### config.mk
export PLATFORM = sky130hd
export DESIGN_NAME = qrv_front
export DESIGN_NICKNAME = d
export VERILOG_FILES = /design/src/rtl/qrv_pkg.sv /design/src/rtl/qrv_front.sv
export SDC_FILE = /design/constraint.sdc
export NUM_CORES = 1
export LEC_CHECK = 0
export BUFFER_PORTS_ARGS = -buffer_cell sky130_fd_sc_hd__buf_4
export CORE_AREA = 2 2 89 91
export DETAILED_ROUTE_END_ITERATION = 6
export DIE_AREA = 0 0 91 93
export PLACE_DENSITY_LB_ADDON = 0.15
export SYNTH_ARGS = -nofsm -noshare
export SYNTH_HDL_FRONTEND = slang
export SYNTH_SLANG_ARGS = --single-unit
### constraint.sdc
create_clock -name vclk -period 2.84
set_clock_uncertainty 0.2 [all_clocks]
set_input_delay 0.284 -clock vclk [all_inputs]
set_output_delay 0.284 -clock vclk [all_outputs]
set_load 0.01 [all_outputs]
### src/rtl/qrv_pkg.sv
// Shared types and fixed widths for the quaternion point rotation block.
// Used by the front end, the queue, the back end pipeline and the checker.
// No dependencies.
package qrv_pkg;

    // Field width of every input and output coordinate.
    localparam int CompW = 16;
    // Squares and cross products of two components.
    localparam int ProdW = 2 * CompW;
    // Norm n = x^2 + y^2 + z^2 + w^2 is unsigned and at most 2^32.
    localparam int NormW = ProdW + 1;
    // Entries of the scaled rotation matrix n*R, signed.
    localparam int MatW = ProdW + 2;
    // Dot product of a matrix row with the point, signed.
    localparam int AccW = 50;
    // Divider dividend 2*|acc| + n and divisor 2*n.
    localparam int NumW = AccW + 2;
    localparam int DenW = NormW + 1;
    // Rotation keeps the length, so the rounded quotient stays below 2^17.
    localparam int QuoW = CompW + 1;
    localparam int DivSteps = QuoW;
    // Registered stages in the back end: products, matrix, terms, sums,
    // dividend setup, one per quotient bit, and the output register.
    localparam int BackStages = 5 + DivSteps + 1;

    localparam logic signed [CompW-1:0] CompMax = 16'sh7fff;
    localparam logic signed [CompW-1:0] CompMin = 16'sh8000;

    typedef logic signed [CompW-1:0] comp_t;

    // One queued word: the quaternion (a zero one already replaced) and the point.
    typedef struct packed {
        comp_t pz;
        comp_t py;
        comp_t px;
        comp_t qw;
        comp_t qz;
        comp_t qy;
        comp_t qx;
    } item_t;

    localparam int ItemW = $bits(item_t);

    // Handshake between the front end and the queue.
    typedef struct packed {
        logic push;
        logic full;
    } qctl_t;

endpackage

### src/rtl/qrv_front.sv
// Front end: takes input words, replaces a zero quaternion by (1,0,0,0)
// and pushes the classified word into the queue. Depends on qrv_pkg.
module qrv_front
    import qrv_pkg::*;
(
    input  logic               s_tvalid,
    output logic               s_tready,
    input  logic [ItemW-1:0]   s_tdata,
    input  logic               q_full,
    output qctl_t              qctl,
    output item_t              item
);

    item_t raw;
    logic  zero_quat;

    assign raw = item_t'(s_tdata);

    // A quaternion of zero length falls back to a half turn about x.
    assign zero_quat = (raw.qx == '0) && (raw.qy == '0) && (raw.qz == '0) && (raw.qw == '0);

    always_comb
    begin
        item = raw;
        if (zero_quat)
        begin
            item.qx = comp_t'(1);
        end
    end

    // Accept whenever the queue has room.
    assign s_tready  = !q_full;
    assign qctl.push = s_tvalid && !q_full;
    assign qctl.full = q_full;

endmodule

* Word-level counts from Yosys, hierarchy flattened
Index checks and enable logic that the tools add are counted.
Storage, ports and cells: output and inout bits 115, register bits after elaboration 0, input bits 114, word-level logic and storage cells 10
Cells by class: reductions and logical operators 9, multiplexer cells 1
Operators by type and width (number):
- $logic_not A16 Y1 | 4
- $mux W16 | 1
- $logic_and A1 B1 Y1 | 4
- $logic_not A1 Y1 | 1

* Logic depth before layout (Yosys ltp)
word-level depth 5, depth in mapped cells 3, mapped depth without buffers 3

* Worst setup path after synthesis
No wires, ideal clock.
path kind in2out, start point input port s_tdata[54], end point output port item[0] (netlist bit), path slack 1.253 ns, data arrival time 1.103 ns, required time 2.356 ns, buffers on the path 0, stages 3, cells stage by stage nor4_1 > nand4_1 > o41ai_2
RTL lines:
- start: declaration | line qrv_front.sv:8 | input logic [ItemW-1:0] s_tdata,
- end: declaration | line qrv_front.sv:11 | output item_t item

==> impl_metrics.json <==
{
  "status": "finished, final reports clean",
  "cap_viol_max_count": 0,
  "seq_cells": 0,
  "hold_path_depth": 0,
  "synth_top_cell_by_area": "buf_4",
  "grt_use_total": 0.0618,
  "coreArea_sq_mm": 0.00753,
  "gr-total-overflow": 0,
  "worst_setup_path_end_kind": "output pin",
  "grt_start_max_net_pins": 4,
  "syn2layout_area_growth_pct": 36.1,
  "slowest_delay_ns": 0.47,
  "initial_utilization": 0.126,
  "required_ns": 2.36,
  "multiInputGateArea_sq_um": 154,
  "final_nets": 273,
  "die_area_sq_mm": 0.00846,
  "syn_avg_cell_area_sq_um": 6.96,
  "crit_path_start_kind": "input port",
  "routabilityCongestion": 0.666,
  "cellLeakagePower_nw": 0.665,
  "viasPerCell": 3.32,
  "rows": 32,
  "synth_most_common_cell": "buf_4",
  "drt_first_pass_iters": 2,
  "synth_commonest_cells": "buf_4, clkbuf_1, nor4_1, nand4_1, inv_1",
  "period_needed_ns": 1.98,
  "vias": 860,
  "hold_violations": 0,
  "dpl.hpwl_um": 3060,
  "crit_fanout": 2,
  "n_antenna_cell": 0,
  "ys_types": 8,
  "wl_met2_um": 1770,
  "dieHeight_um": 93,
  "met1_length_um": 924,
  "fillers": 857,
  "cts_setup_buffers": 0,
  "wl_met3_um": 399,
  "yosys.area.top_type_share": 0.770,
  "finalSetupViolCount": 0,
  "criticalPathCategory": "in -> out",
  "ys_seq_area_frac": 0,
  "drc": 0,
  "grt_pass1_wl_um": 4100,
  "fp.dieW_um": 91,
  "antenna_found_initial": 0,
  "tightest_slew_ns": 0.496,
  "routedWlPerCell_um": 12.6,
  "path_cells": "buf_4 -> nor4_1 -> nand4_1 -> o41ai_2 -> buf_4",
  "first_iter_violations": 3,
  "slew_violations": 0,
  "rsz0062_at_grt": "no",
  "max_freq_ghz": 0.504,
  "powerDensity_mw_per_mm2": 151,
  "cp.arrival_ns": 1.50,
  "port_buffers": 133,
  "topRoutingLayerUsed": "met4",
  "tns_ns": 0,
  "fin_ws_ns": 0.858,
  "grt_pass1_vias": 778,
  "drt.antenna.violating_nets": 0,
  "drive_gt1_frac": 0.860,
  "syn_inst": 136,
  "holdCritPathClass": "in -> out",
  "slowest_stage": "nor4_1",
  "seq_area_sq_um": 0,
  "slew-limit-headroom": 0.666,
  "routed_wl_um": 3270,
  "ir_worst_vdd_v": 0.0000247,
  "ioPinCount": 229,
  "hold_buffers": 0,
  "yosys_warnings": 0,
  "synthesis.nets": 250,
  "min_period_over_period": 0.698,
  "clkbuf_count": 0,
  "syn_area_sq_um": 946,
  "crit_top_cell": "buf_4",
  "cts_resized": 0,
  "dp_slack_ns": 0.756,
  "synth.area.top_cells": "buf_4, nor4_1, clkbuf_1, nand4_1, o41ai_2"
}
## metrics by stage
step,total power (W),std cells,util,cell area (sq um),hold WS [ns]
2_1_floorplan,0.000161,136,-,946,0.412
5_1_grt,0.000207,259,0.171,1290,0.368
3_3_place_gp,0.000200,259,0.171,1290,0.368
4_1_cts,0.000198,259,0.171,1290,0.368
3_5_place_dp,0.000198,259,0.171,1290,0.368
6_report,0.000194,259,0.171,1290,0.368
## cells by family after synthesis
family          Yosys count  synth area share
compound gates            1            0.0172
buf+inv                 114             0.837
simple gates             21             0.146
## metal layers
metal | GRT usage | vias to the layer above
met1 | 0.0556 | 361
met3 | 0.0129 | 30
met2 | 0.126 | 86
met5 | 0 | -
li1 | - | 383
met4 | 0.0354 | 0
## worst paths after layout
path / startpoint / to
worst max-delay path: s_tdata[5] / item[0]
worst min-delay path: s_tdata[101] / item[101]
## worst max-delay path: cells and delay by family
family / cells / cell delay, ns
buf+inv: 2 / 0.28
simple gates: 2 / 0.69
compound gates: 1 / 0.23
## area by class of cell
type,count,area share
Multi-Input combinational cell,22,0.120
Inverter,2,0.00583
Timing Repair Buffer,133,0.776
Tap cell,102,0.0991
## report_power, final
part	internal, W	switching [W]	total, W
Clock	0	0	0
Sequential	0	0	0
Combinational	0.000120	0.0000743	0.000194
## cells in the final DEF (no fill, tap or decap)
| cell type | instances |
|---|---|
| nor2b_1 | 1 |
| nor4_2 | 1 |
| nand4_1 | 4 |
| buf_4 | 133 |
| o41ai_2 | 1 |
| nor4_1 | 15 |
| inv_1 | 2 |
No activity file was read; power rests on OpenSTA's default activity.
