$ cat config.mk
export PLATFORM = sky130hd
export DESIGN_NAME = qrv_queue
export DESIGN_NICKNAME = d
export VERILOG_FILES = /design/src/rtl/qrv_pkg.sv /design/src/rtl/qrv_queue.sv
export SDC_FILE = /design/constraint.sdc
export NUM_CORES = 1
export LEC_CHECK = 0
export BUFFER_PORTS_ARGS = -buffer_cell sky130_fd_sc_hd__buf_2
export CORE_MARGIN = 1
export CORE_UTILIZATION = 50
export DETAILED_ROUTE_END_ITERATION = 7
export GPL_TIMING_DRIVEN = 0
export PLACE_DENSITY = 0.71
export SYNTH_ARGS = -nofsm -noshare
export SYNTH_HDL_FRONTEND = slang
export SYNTH_SLANG_ARGS = --single-unit
$ cat constraint.sdc
create_clock -name clk -period 8.1 [get_ports clk]
set_input_delay 0.81 -clock clk [delete_from_list [all_inputs] [get_ports clk]]
set_output_delay 0.81 -clock clk [all_outputs]
set_load 0.01 [all_outputs]
$ cat src/rtl/qrv_pkg.sv
// Shared types and fixed widths for the quaternion point rotation block.
// Used by the front end, the queue, the back end pipeline and the checker.
// No dependencies.
package qrv_pkg;

    // Field width of every input and output coordinate.
    localparam int CompW = 16;
    // Squares and cross products of two components.
    localparam int ProdW = 2 * CompW;
    // Norm n = x^2 + y^2 + z^2 + w^2 is unsigned and at most 2^32.
    localparam int NormW = ProdW + 1;
    // Entries of the scaled rotation matrix n*R, signed.
    localparam int MatW = ProdW + 2;
    // Dot product of a matrix row with the point, signed.
    localparam int AccW = 50;
    // Divider dividend 2*|acc| + n and divisor 2*n.
    localparam int NumW = AccW + 2;
    localparam int DenW = NormW + 1;
    // Rotation keeps the length, so the rounded quotient stays below 2^17.
    localparam int QuoW = CompW + 1;
    localparam int DivSteps = QuoW;
    // Registered stages in the back end: products, matrix, terms, sums,
    // dividend setup, one per quotient bit, and the output register.
    localparam int BackStages = 5 + DivSteps + 1;

    localparam logic signed [CompW-1:0] CompMax = 16'sh7fff;
    localparam logic signed [CompW-1:0] CompMin = 16'sh8000;

    typedef logic signed [CompW-1:0] comp_t;

    // One queued word: the quaternion (a zero one already replaced) and the point.
    typedef struct packed {
        comp_t pz;
        comp_t py;
        comp_t px;
        comp_t qw;
        comp_t qz;
        comp_t qy;
        comp_t qx;
    } item_t;

    localparam int ItemW = $bits(item_t);

    // Handshake between the front end and the queue.
    typedef struct packed {
        logic push;
        logic full;
    } qctl_t;

endpackage

$ cat src/rtl/qrv_queue.sv
// Short queue between the front end and the back end pipeline.
// Depends on qrv_pkg.
module qrv_queue
    import qrv_pkg::*;
#(
    parameter int DEPTH = 4
)
(
    input  logic   clk,
    input  logic   rst_n,
    input  qctl_t  qctl,
    input  item_t  wr_item,
    output logic   full,
    output logic   empty,
    input  logic   pop,
    output item_t  rd_item
);

    localparam int PtrW = (DEPTH > 1) ? $clog2(DEPTH) : 1;
    localparam int CntW = $clog2(DEPTH + 1);

    item_t              mem [DEPTH];
    logic [PtrW-1:0]    wr_ptr_reg, wr_ptr_next;
    logic [PtrW-1:0]    rd_ptr_reg, rd_ptr_next;
    logic [CntW-1:0]    count_reg, count_next;
    logic               do_push, do_pop;

    assign full    = (count_reg == CntW'(DEPTH));
    assign empty   = (count_reg == '0);
    assign do_push = qctl.push && !full;
    assign do_pop  = pop && !empty;
    assign rd_item = mem[rd_ptr_reg];

    // Pointer and fill count update.
    always_comb
    begin
        wr_ptr_next = wr_ptr_reg;
        rd_ptr_next = rd_ptr_reg;
        count_next  = count_reg;
        if (do_push)
        begin
            wr_ptr_next = (wr_ptr_reg == PtrW'(DEPTH - 1)) ? '0 : wr_ptr_reg + 1'b1;
        end
        if (do_pop)
        begin
            rd_ptr_next = (rd_ptr_reg == PtrW'(DEPTH - 1)) ? '0 : rd_ptr_reg + 1'b1;
        end
        if (do_push && !do_pop)
        begin
            count_next = count_reg + 1'b1;
        end
        else if (do_pop && !do_push)
        begin
            count_next = count_reg - 1'b1;
        end
    end

    always_ff @(posedge clk or negedge rst_n)
    begin
        if (!rst_n)
        begin
            wr_ptr_reg <= '0;
            rd_ptr_reg <= '0;
            count_reg  <= '0;
        end
        else
        begin
            wr_ptr_reg <= wr_ptr_next;
            rd_ptr_reg <= rd_ptr_next;
            count_reg  <= count_next;
        end
    end

    // Storage write.
    always_ff @(posedge clk)
    begin
        if (do_push)
        begin
            mem[wr_ptr_reg] <= wr_item;
        end
    end

endmodule

-- After elaboration in Yosys (flattened, before gate mapping)
Memories as Yosys holds them, arrays and structs flattened.
Index checks and enable logic that the tools add are counted.
- flip-flop bits (word level): 7
- bits in writable memories: 448
- input bits: 117
- output and inout bits: 114
- memories kept: 1
- add/subtract/negate cells: 4
- eq/ne operators: 3
- muxes and demuxes: 6
- reductions and logical operators: 10
- memory list (name ; words ; bits a word ; read ports ; clocked after Yosys merged registers in ; write ports ; RTL line ; text):
    mem ; 4 ; 112 ; 1 ; 0 ; 1 ; qrv_queue.sv:22 ; item_t mem [DEPTH];
- operator list (kind ; count):
    two-way mux 3 bit ; 2
    adder 2 x 1 -> 2 bit, second input constant ; 2
    == test 2 bit, second input constant ; 2
    logical AND 1 bit ; 4
    zero test 1 bit ; 4
    two-way mux 2 bit ; 2
    adder 3 x 1 -> 3 bit, second input constant ; 1
    == test 3 bit, second input constant ; 1
    zero test 3 bit ; 1
    subtractor 3 x 1 -> 3 bit, second input constant ; 1
    two-way mux 1 bit ; 2
    nonzero test 2 bit ; 1

-- Depth between registers and ports, before layout
Gate-level depths: netlist of the first run.
- depth in word-level cells: 7
- depth in mapped cells: 8
- mapped depth without buffers: 8

-- Worst setup path before layout of the first run
No wires, ideal clock.
- path kind: input-to-reg
- start point: input port qctl[1] in the netlist's numbering
- end point: memory mem[3][0] in the netlist's numbering (enable)
- setup time: 0.587 ns
- data arrival time: 5.558 ns
- data required time: 7.513 ns
- slack: 1.956 ns
- stages: 2
- path buffers: 0
- path through: nand2_1 -> nor2_1
- cells in the longest elaborated chain, start to end: 3
- RTL lines (what ; RTL line ; text):
    start, declared ; qrv_queue.sv:11 ; input qctl_t qctl,
    logical AND 1 bit ; qrv_queue.sv:30 ; assign do_push = qctl.push && !full;
    two-way mux 1 bit ; qrv_queue.sv:77 ; if (do_push)
    two-way mux 1 bit (implied by the code) ; qrv_queue.sv:79 ; mem[wr_ptr_reg] <= wr_item;
    end, declared ; qrv_queue.sv:22 ;
No other way between the ends.

==> key figures, run 1 <==
STA
  • Setup tns final: 0 ns
  • Endpoints failing hold: 0
  • Fin worst setup slack: 4.87 ns
  • Slew Limit Fails: 0
  • Final period util: 39.9%
  • RSZ-0062 raised after global routing: no
  • Worst-Margin Slew: 0.733 ns
  • Finish-stage setup viols: 0
  • Fmax: 309 MHz
  • Max-slew headroom: 51.1%
  • Post-layout min period: 3.23 ns
  • Final Skew: 0.0125 ns

Logic synthesis
  • Syn_area_per_cell: 26.6 sq um
  • Post-synthesis sequential area ratio: 82.2%
  • Synth area leader: edfxtp_1
  • Yosys top cell area share: 81.1%
  • Netlist cell types: 21
  • Syn_nets: 747
  • Post-Syn Area: 0.0166 sq mm
  • Yosys reg bits: 455
  • Yosys warning count: 0
  • Synth top area cells: edfxtp_1, mux4_2, dfrtp_1, buf_6, ha_1
  • Gate count of the mapped netlist: 623

Layout
  • Share of layout cells above drive strength 1: 47.6%
  • Largest register FFs: 448
  • Final Net Count: 1034
  • Post-layout util: 61.0%
  • Area delta synth->final: 20.0%
  • Fill cells: 2246
  • Layout Cells excl Fill: 1391

Pwr
  • PD cells: 365 mW/mm^2
  • Leakage power: 6.80 nW
  • Maximum vdd ir drop: 247 uV

Placement
  • Dpl hpwl: 18.8 mm
  • Dpl ws: 5.36 ns
  • Placed insts: 1304
  • Final GP Congestion: 0.661
  • Port Buffers: 229

Critical path
  • Capture point of the worst reg-to-reg path: mem[3][36]
  • Top delay family on crit path: buffers and inverters
  • Critical path class: register to output pin
  • Worst reg2reg startpoint: wr_ptr_reg[0]
  • WP data arrival: 2.42 ns
  • Crit path max-delay cell type: buf_2
  • Register-to-register setup slack: 5.85 ns
  • Crit-path cells: clkbuf_1, buf_2, buf_2, mux4_2, buf_2
  • CP bufs+invs: 4
  • Most frequent CP cell: buf_2
  • Crit-path max cell delay: 0.39 ns
  • Crit Path Max Fanout: 10
  • Crit. End Element: output pin
  • Worst reg2reg path depth: 6
  • Worst Setup Start Kind: register
  • Data required time of the worst path: 7.29 ns

Floorplan
  • Chip width: 184 um
  • Die H: 184 um
  • Cell row count: 66
  • Io pins: 231
  • Initial core utilization: 50.9%
  • Die Area: 0.0339 sq mm
  • Core box area: 0.0326 sq mm

CTS
  • CTS max path bufs: 3
  • CTS Hold Bufs: 0
  • CTS tree: yes
  • Cts repair resizes: 0
  • Clk_lat worst skew: 0.54 ns
  • Post-CTS Setup Inserts: 0
  • Htree depth: 2
  • Clk sinks: 455
  • Root buf cell: clkbuf_16
  • Clk pin slew, worst setup/hold paths: 0.06 ns
  • Num CTS Buffers: 46

Drt
  • Vias per cell: 5.43
  • DRT iter0 DRCs: 505
  • Drt total wl: 30.4 mm
  • DR vias: 7548
  • Drt wl/cell: 21.8 um
  • DR pass1 iterations: 4
  • Drt drc: 0
  • DRT antenna net count: 0

Outcome
  • Status: completed

Flow run
  • Max cap viols: 0

GRT
  • Vias in the first global route: 7960
  • GR Util All Layers: 18.2%
  • Initial antenna violation count: 2
  • First-pass GRT wire length: 45.8 mm
  • Largest net degree at the start of global routing: 57
  • Global route overflow: 0

Hold path
  • Hold Path Class: input pin to asynchronous set/reset pin
[cell usage after synthesis, drive strengths merged]
cell type,n
a21o,1
and2,3
buf,22
clkbuf,4
dfrtp,7
edfxtp,448
fa,1
ha,6
inv,3
mux2,4
mux4,112
nand2,1
nor2,3
nor2b,1
nor3,2
nor3b,1
o31ai,1
xnor2,1
xor2,2
[through the flow]
step | area, sq um | power, W | hold WS, ns
global route | 19900 | 0.00761 | 0.0889
floorplan | 16600 | 0.00465 | 0.493
CTS | 19900 | 0.00739 | 0.0813
finish | 19900 | 0.00727 | 0.105
global placement | 18300 | 0.00547 | 0.514
detailed placement | 18500 | 0.00548 | 0.518
[final cells by class]
type	count	area, sq um	area share (%)
clock inverters	29	148	0.742
diodes	5	12.5	0.0629
inverters	3	11.3	0.0566
flip-flops and latches	455	13600	68.5
repair buffers	239	1390	6.99
multi-input cells	139	2790	14.0
clock buffers	53	1200	6.02
plain buffers	26	178	0.893
well taps	442	553	2.78
[routing by layer]
layer	part of all wire (%)	GRT usage, %	vias up
met5	0.043	0	-
met4	2.1	5.03	2
met3	8.0	5.02	59
met2	48	28.5	250
met1	42	25.4	3952
li1	-	-	3285
[logic make-up (layout without fill, tap and decap cells)]
group           Yosys count  after routing  synth area share [%]
mux                     116            116                  15.5
compound gates            2              2                 0.121
fa+ha+maj                 7              7                 0.573
flops                   455            455                  82.2
other cells               0              5                     0
xor+xnor                  3              3                 0.158
buf+inv                  29            350                  1.14
simple gates             11             11                 0.377
[cell usage in the layout, fill, tap and decap left out, drive strengths merged]
master | Yosys | routed
edfxtp | 448 | 448
xor2 | 2 | 2
mux2 | 4 | 4
clkbuf | 4 | 57
a21o | 1 | 1
and2 | 3 | 3
nor2b | 1 | 1
ha | 6 | 6
nand2 | 1 | 1
buf | 22 | 261
nor2 | 3 | 3
nor3b | 1 | 1
mux4 | 112 | 112
dfrtp | 7 | 7
nor3 | 2 | 2
diode | 0 | 5
inv | 3 | 5
fa | 1 | 1
xnor2 | 1 | 1
clkinv | 0 | 24
o31ai | 1 | 1
clkinvlp | 0 | 3
[worst max-delay path by stage]
stage,startpoint,end,slack (ns),depth (start not counted)
global placement,qctl[1],mem[3][50],-1.78,3
global route,rd_ptr_reg[1],rd_item[90],4.71,5
detailed placement,rd_ptr_reg[1],rd_item[90],5.36,5
finish,rd_ptr_reg[1],rd_item[86],4.87,5
floorplan,qctl[1],mem[3][0],1.96,2
CTS,rd_ptr_reg[1],rd_item[90],4.76,5
[report_power, final]
part           switching (W)  total (W)  internal, W
Sequential          0.000104    0.00321      0.00310
Combinational        0.00118    0.00218      0.00101
Clock               0.000829    0.00189      0.00106
Total                0.00211    0.00727      0.00517
Note: power is estimated with default switching activity, not from simulation.
==> run 2, diff against run 1 <==
- PLACE_DENSITY: 0.71 -> 0.74
- clock period: 8.1 -> 2.8 ns (I/O delays scaled with it)
==> run 2 against run 1 <==
Against the previous run:
- clock skew rose by 0.0014 ns
- sequential power increased to 2.9 times the previous value
- sequential share of layout area decreased by 4.3 points
- critical path depth stayed put
- count of clock-buffer cells in the layout is 5 higher
- utilization is 4.1 points higher
- clock power increased to 3.3 times the previous value
- via count up 4.4%
- power increased to 3.0 times the previous value
- global-route usage increased by 0.93 points
- hold slack got worse by 0.0032 ns
- critical endpoint is now rd_item[34]
==> key figures, run 2 (synthesis results as in run 1) <==
STA
  • Fmax: 378 MHz
  • Endpoints failing hold: 0 (unchanged)
  • Final Skew: 0.0139 ns (+0.00141 ns)
  • Setup tns final: 0 ns (unchanged)
  • Worst-Margin Slew: 0.698 ns (-0.0354 ns)
  • RSZ-0062 raised after global routing: no
  • Max-slew headroom: 53.5% (+2.4 points)
  • Fin worst setup slack: 0.158 ns (-4.71 ns)
  • Final period util: 94.4%
  • Finish-stage setup viols: 0 (unchanged)
  • Hold slack: 0.102 ns (-0.00316 ns)
  • Post-layout min period: 2.64 ns
  • Slew Limit Fails: 0 (unchanged)

Placement
  • Placed insts: 1304 (unchanged)
  • Dpl ws: 0.525 ns (-4.84 ns)
  • Port Buffers: 229 (unchanged)
  • Final GP Congestion: 0.677 (+2.4%)
  • Dpl hpwl: 19.3 mm (+2.6%)

GRT
  • GR met1 Demand/Resource: 25.3% (about the same)
  • Global route overflow: 0 (unchanged)
  • Vias in the first global route: 8519 (+7.0%)
  • Top Usage Layer GRT: met2
  • GRT met3 Usage: 4.19% (-0.83 points)
  • Grt met2 use: 32.0% (+3.5 points)
  • GR Util All Layers: 19.1% (+0.93 points)
  • First-pass GRT wire length: 48.4 mm (+5.8%)
  • Largest net degree at the start of global routing: 59 (+3.5%)
  • Initial antenna violation count: 0 (-2)

Pwr
  • Maximum vdd ir drop: 658 uV (+170%)
  • Clock network fraction of design power: 28.4% (+2.5 points)
  • P_int: 0.0158 W (+210%)
  • Logic pwr share: 29.4% (-0.6 points)
  • PD cells: 1030 mW/mm^2 (+180%)
  • Psw: 0.00615 W (+190%)
  • Leakage power: 7.37 nW (+8.5%)
  • Pwr Total: 0.0220 W (+200%)
  • Switching share of power: 28.0% (-0.98 points)
  • Part of the power in registers: 42.2% (-1.9 points)

Critical path
  • WP data arrival: 2.36 ns (-0.06 ns)
  • Worst reg2reg startpoint: wr_ptr_reg[0]
  • Worst Setup Start Kind: register
  • Crit Path Max Fanout: 10 (unchanged)
  • CP startpoint: rd_ptr_reg[1]
  • Register-to-register setup slack: 0.59 ns (-5.26 ns)
  • Capture point of the worst reg-to-reg path: mem[3][42]
  • Worst reg2reg path depth: 6 (unchanged)
  • Crit. End Element: output pin
  • Data required time of the worst path: 2.52 ns (-4.77 ns)
  • Critical path class: register to output pin

CTS
  • CTS max path bufs: 3 (unchanged)
  • Root buf cell: clkbuf_16
  • CTS tree: yes
  • Clk pin slew, worst setup/hold paths: 0.06 ns (about the same)
  • Htree depth: 2 (unchanged)
  • Clk sinks: 455 (unchanged)
  • Clk_lat worst skew: 0.54 ns (about the same)
  • Num CTS Buffers: 46 (unchanged)

Floorplan
  • Die Area: 0.0339 sq mm (unchanged)
  • Initial core utilization: 50.9% (unchanged)
  • Io pins: 231 (unchanged)
  • Core box area: 0.0326 sq mm (unchanged)
  • Cell row count: 66 (unchanged)
  • Chip width: 184 um (unchanged)
  • Die H: 184 um (unchanged)

Outcome
  • Status: completed

Layout
  • Share of layout cells above drive strength 1: 42.9% (-4.7 points)
  • Layout Cells excl Fill: 1499 (+7.8%)
  • Most frequent cells in the layout: edfxtp_1, buf_2, dlygate4sd3_1
  • Ant. Diodes: 0 (-5)
  • Commonest non-fill, non-tap cell in the layout: edfxtp_1
  • Area delta synth->final: 28.1%
  • Final Net Count: 1147 (+11%)
  • Largest register FFs: 448 (unchanged)

Flow run
  • Max cap viols: 0 (unchanged)

Hold path
  • Hold depth: 3
  • Hold Path Class: input pin to register
  • Worst Hold Launch: pop
  • Hold EP: rd_ptr_reg[0]

Drt
  • DR vias: 7882 (+4.4%)
  • Drt drc: 0 (unchanged)
  • Drt total wl: 31.8 mm (+4.5%)
  • DRT iter0 DRCs: 472 (-6.5%)
  • DR pass1 iterations: 4 (unchanged)
  • DRT antenna net count: 0 (unchanged)
  • Drt wl/cell: 21.2 um (-3.0%)
  • Vias per cell: 5.26 (-3.1%)
run 2: cell count changes in the layout (fill, tap and decap cells not counted), sizes merged:
cell / change
diode: -5
dlygate4sd3: +113
clkinv: -10
clkbuf: +5
clkinvlp: -2
bufinv: +7
run 2: power groups by stage:
stage | sequential (W) | clock, W | combinational [W]
floorplan | 0.00939 | 0 | 0.00396
global placement | 0.00952 | 0 | 0.00615
detailed placement | 0.00942 | 0 | 0.00647
CTS | 0.00929 | 0.00638 | 0.00662
global route | 0.00938 | 0.00664 | 0.00697
finish | 0.00928 | 0.00625 | 0.00645
run 2: per-layer routing:
metal / routed length [um] / up-vias / part of all wire, %
li1: - / 3501 / -
met1: 13200 / 4090 / 42
met2: 16000 / 245 / 50
met3: 1910 / 46 / 6.0
met4: 666 / 0 / 2.1
met5: 0 / - / 0
run 2: worst max-delay path, cell delays in order, from the launching register on:
cell      delay (ns)
dfrtp_1         0.34
clkbuf_1        0.31
buf_4           0.30
buf_2           0.33
mux4_2          0.37
buf_2           0.17
run 2: what timing repair did:
item,4_1_cts,5_1_grt
endpoints found under the setup margin,51,7
hold endpoints to repair,455,0
hold buffers,113,0
resized for setup,1,2
setup buffers,0,0
run 2: worst max-delay path by stage:
stage                  endpoint  slack, ns  cells after the start
global route        rd_item[34]       0.03                      5
detailed placement  rd_item[53]       0.52                      5
finish              rd_item[34]       0.16                      5
floorplan             mem[3][0]      -1.18                      2
global placement     mem[3][43]      -3.43                      3
CTS                  rd_item[0]       0.03                      4
run 2: final cells by class:
class | instances | area [sq um]
Sequential cell | 455 | 13600
Multi-Input combinational cell | 139 | 2790
Timing Repair Buffer | 352 | 2520
Inverter | 3 | 11.3
Clock buffer | 58 | 1260
Buffer | 26 | 181
Clock inverter | 24 | 304
Tap cell | 442 | 553
Fill cell | 2074 | 11400
run 2: per-stage QoR:
stage          area (sq um)  util (%)
2_1_floorplan         16600         -
3_3_place_gp          18300      56.1
3_5_place_dp          18500      56.9
4_1_cts               21200      65.1
5_1_grt               21200      65.1
6_report              21200      65.1
==> run 3, diff against run 2 <==
- CORE_MARGIN: 1 -> 2
==> run 3 against run 2 <==
Against the previous run:
- utilization grew 0.11 points
- cell area is 0.17% higher
- die area increased by 2.2%
- flip-flop and latch count unchanged
- first-iteration DRC count up 34%
- critical path type is now register to register
- largest power group unchanged
==> key figures, run 3 (synthesis results as in run 1) <==
Layout
  • Final Net Count: 1146 (-0.087%)
  • Most frequent cells in the layout: edfxtp_1, buf_2, dlygate4sd3_1
  • Largest register FFs: 448 (unchanged)
  • Area delta synth->final: 28.3%
  • Area of the multi-input gates: 0.00279 sq mm (unchanged)
  • Design area: 0.0213 sq mm (+0.17%)
  • Share of layout cells above drive strength 1: 42.5% (-0.36 points)
  • Commonest non-fill, non-tap cell in the layout: edfxtp_1
  • Storage cell area: 0.0136 sq mm (unchanged)
  • Fill cells: 2119 (+2.2%)

Critical path
  • Worst reg2reg startpoint: count_reg[2]
  • Crit-path max cell delay: 0.62 ns (+0.25 ns)
  • Most frequent CP cell: buf_16
  • Data required time of the worst path: 3.02 ns (+0.50 ns)
  • Crit-path cells: nor3b_2, nor2b_1, and2_4, buf_16, buf_16
  • Crit Path Max Fanout: 40 (+30)
  • CP startpoint: count_reg[2]
  • WP data arrival: 2.83 ns (+0.47 ns)
  • Crit. End Element: register
  • Capture point of the worst reg-to-reg path: mem[2][29]
  • Worst reg2reg path depth: 5 (-1)
  • Crit path max-delay cell type: and2_4
  • Critical path destination: mem[2][29]
  • Critical path class: register to register
  • Register-to-register setup slack: 0.19 ns (-0.40 ns)
  • Worst Setup Start Kind: register

Placement
  • Dpl hpwl: 19.6 mm (+1.7%)
  • Final GP Congestion: 0.668 (-1.3%)
  • Port Buffers: 229 (unchanged)
  • Post-Place Cell Area: 0.0186 sq mm (about the same)

Pwr
  • Pwr Total: 0.0222 W (+1.0%)
  • Maximum vdd ir drop: 679 uV (+3.1%)
  • Leakage power: 7.38 nW (about the same)
  • PD cells: 1040 mW/mm^2 (+0.86%)

GRT
  • Global route overflow: 0 (unchanged)
  • Initial antenna violation count: 1 (+1)
  • Vias in the first global route: 8566 (+0.55%)
  • First-pass GRT wire length: 49.5 mm (+2.1%)
  • GR Util All Layers: 19.3% (+0.13 points)
  • Largest net degree at the start of global routing: 49 (-17%)

STA
  • Max-slew headroom: 45.1% (-8.4 points)
  • Fmax: 382 MHz (+1.1%)
  • Finish-stage setup viols: 0 (unchanged)
  • Post-layout min period: 2.61 ns (-0.0280 ns)
  • Endpoints failing hold: 0 (unchanged)
  • Setup tns final: 0 ns (unchanged)
  • Slew Limit Fails: 0 (unchanged)
  • Final Skew: 0.0115 ns (-0.00240 ns)
  • Final period util: 93.4% (-1.0 points)
  • Hold slack: 0.109 ns (+0.00738 ns)
  • Worst-Margin Slew: 0.822 ns (+0.124 ns)
  • RSZ-0062 raised after global routing: no

CTS
  • Num CTS Buffers: 45 (-2.2%)
  • Clk pin slew, worst setup/hold paths: 0.06 ns (about the same)
  • Root buf cell: clkbuf_16
  • Clk_lat worst skew: 0.54 ns (about the same)
  • CTS tree: yes
  • CTS max path bufs: 3 (unchanged)
  • Htree depth: 2 (unchanged)
  • Clk sinks: 455 (unchanged)
  • Post-CTS Setup Inserts: 0 (unchanged)

Outcome
  • Status: completed

Floorplan
  • Cell row count: 66 (unchanged)
  • Io pins: 231 (unchanged)
  • Chip width: 186 um (+1.1%)
  • Die Area: 0.0347 sq mm (+2.2%)
  • Initial core utilization: 50.9% (unchanged)
  • Die H: 186 um (+1.1%)
  • Core box area: 0.0326 sq mm (unchanged)

Drt
  • Drt drc: 0 (unchanged)
  • DR vias: 7930 (+0.61%)
  • DR pass1 iterations: 5 (+1)
  • Drt wl/cell: 21.9 um (+3.2%)
  • Drt total wl: 32.8 mm (+3.4%)
  • DRT antenna net count: 0 (unchanged)
  • Vias per cell: 5.28 (+0.41%)
  • DRT iter0 DRCs: 634 (+34%)

Flow run
  • Max cap viols: 0 (unchanged)

Hold path
  • Hold Path Class: input pin to register
[run 3: power breakdown]
group | internal [W] | switching [W] | leakage (nW)
Clock | 0.00395 | 0.00247 | 0.773
Combinational | 0.00302 | 0.00348 | 2.42
Sequential | 0.00897 | 0.000317 | 4.19
Total | 0.0159 | 0.00626 | 7.38
[run 3: area by class of cell]
class                   count  share of cell area (%)
diodes                      1                  0.0118
plain buffers              26                   0.847
clock buffers              60                    5.80
clock inverters            24                    1.68
inverters                   3                  0.0529
multi-input cells         139                    13.1
flip-flops and latches    455                    64.0
well taps                 442                    2.60
repair buffers            352                    11.9
[run 3: repair_timing]
item                                    CTS  global route
hold buffers                            113             0
resized for setup                         0             1
endpoints found under the hold margin   455             0
endpoints found under the setup margin    0             9
[run 3: critical path: cells and delay by family, from the launching register on]
| family | cells | cell delay (ns) |
|---|---|---|
| buffers and inverters | 2 | 0.57 |
| flip-flops | 1 | 0.42 |
| AND/OR/NAND/NOR | 3 | 1.24 |
[run 3: worst min path at each step]
stage,start,to,slack (ns),cells past startpoint
finish,pop,rd_ptr_reg[0],0.11,3
global route,rst_n,count_reg[0],0.12,2
global placement,rst_n,count_reg[2],0.12,1
CTS,rst_n,wr_ptr_reg[0],0.08,2
detailed placement,rst_n,wr_ptr_reg[0],0.13,1
floorplan,rst_n,count_reg[0],-0.02,0
[run 3: through the flow]
stage / instances / setup WS (ns) / util [%]
6_report: 1502 / 0.186 / 65.2
5_1_grt: 1502 / 0.00775 / 65.2
4_1_cts: 1501 / 0.0312 / 65.2
3_5_place_dp: 1304 / 0.120 / 56.9
3_3_place_gp: 1294 / -3.50 / 56.1
2_1_floorplan: 623 / -1.18 / -
[run 3: metal layers]
layer | track usage, % | part of all wire, %
met2 | 32.1 | 49
met3 | 5.04 | 7.3
met5 | 0 | 0
met1 | 25.3 | 41
met4 | 5.76 | 2.7
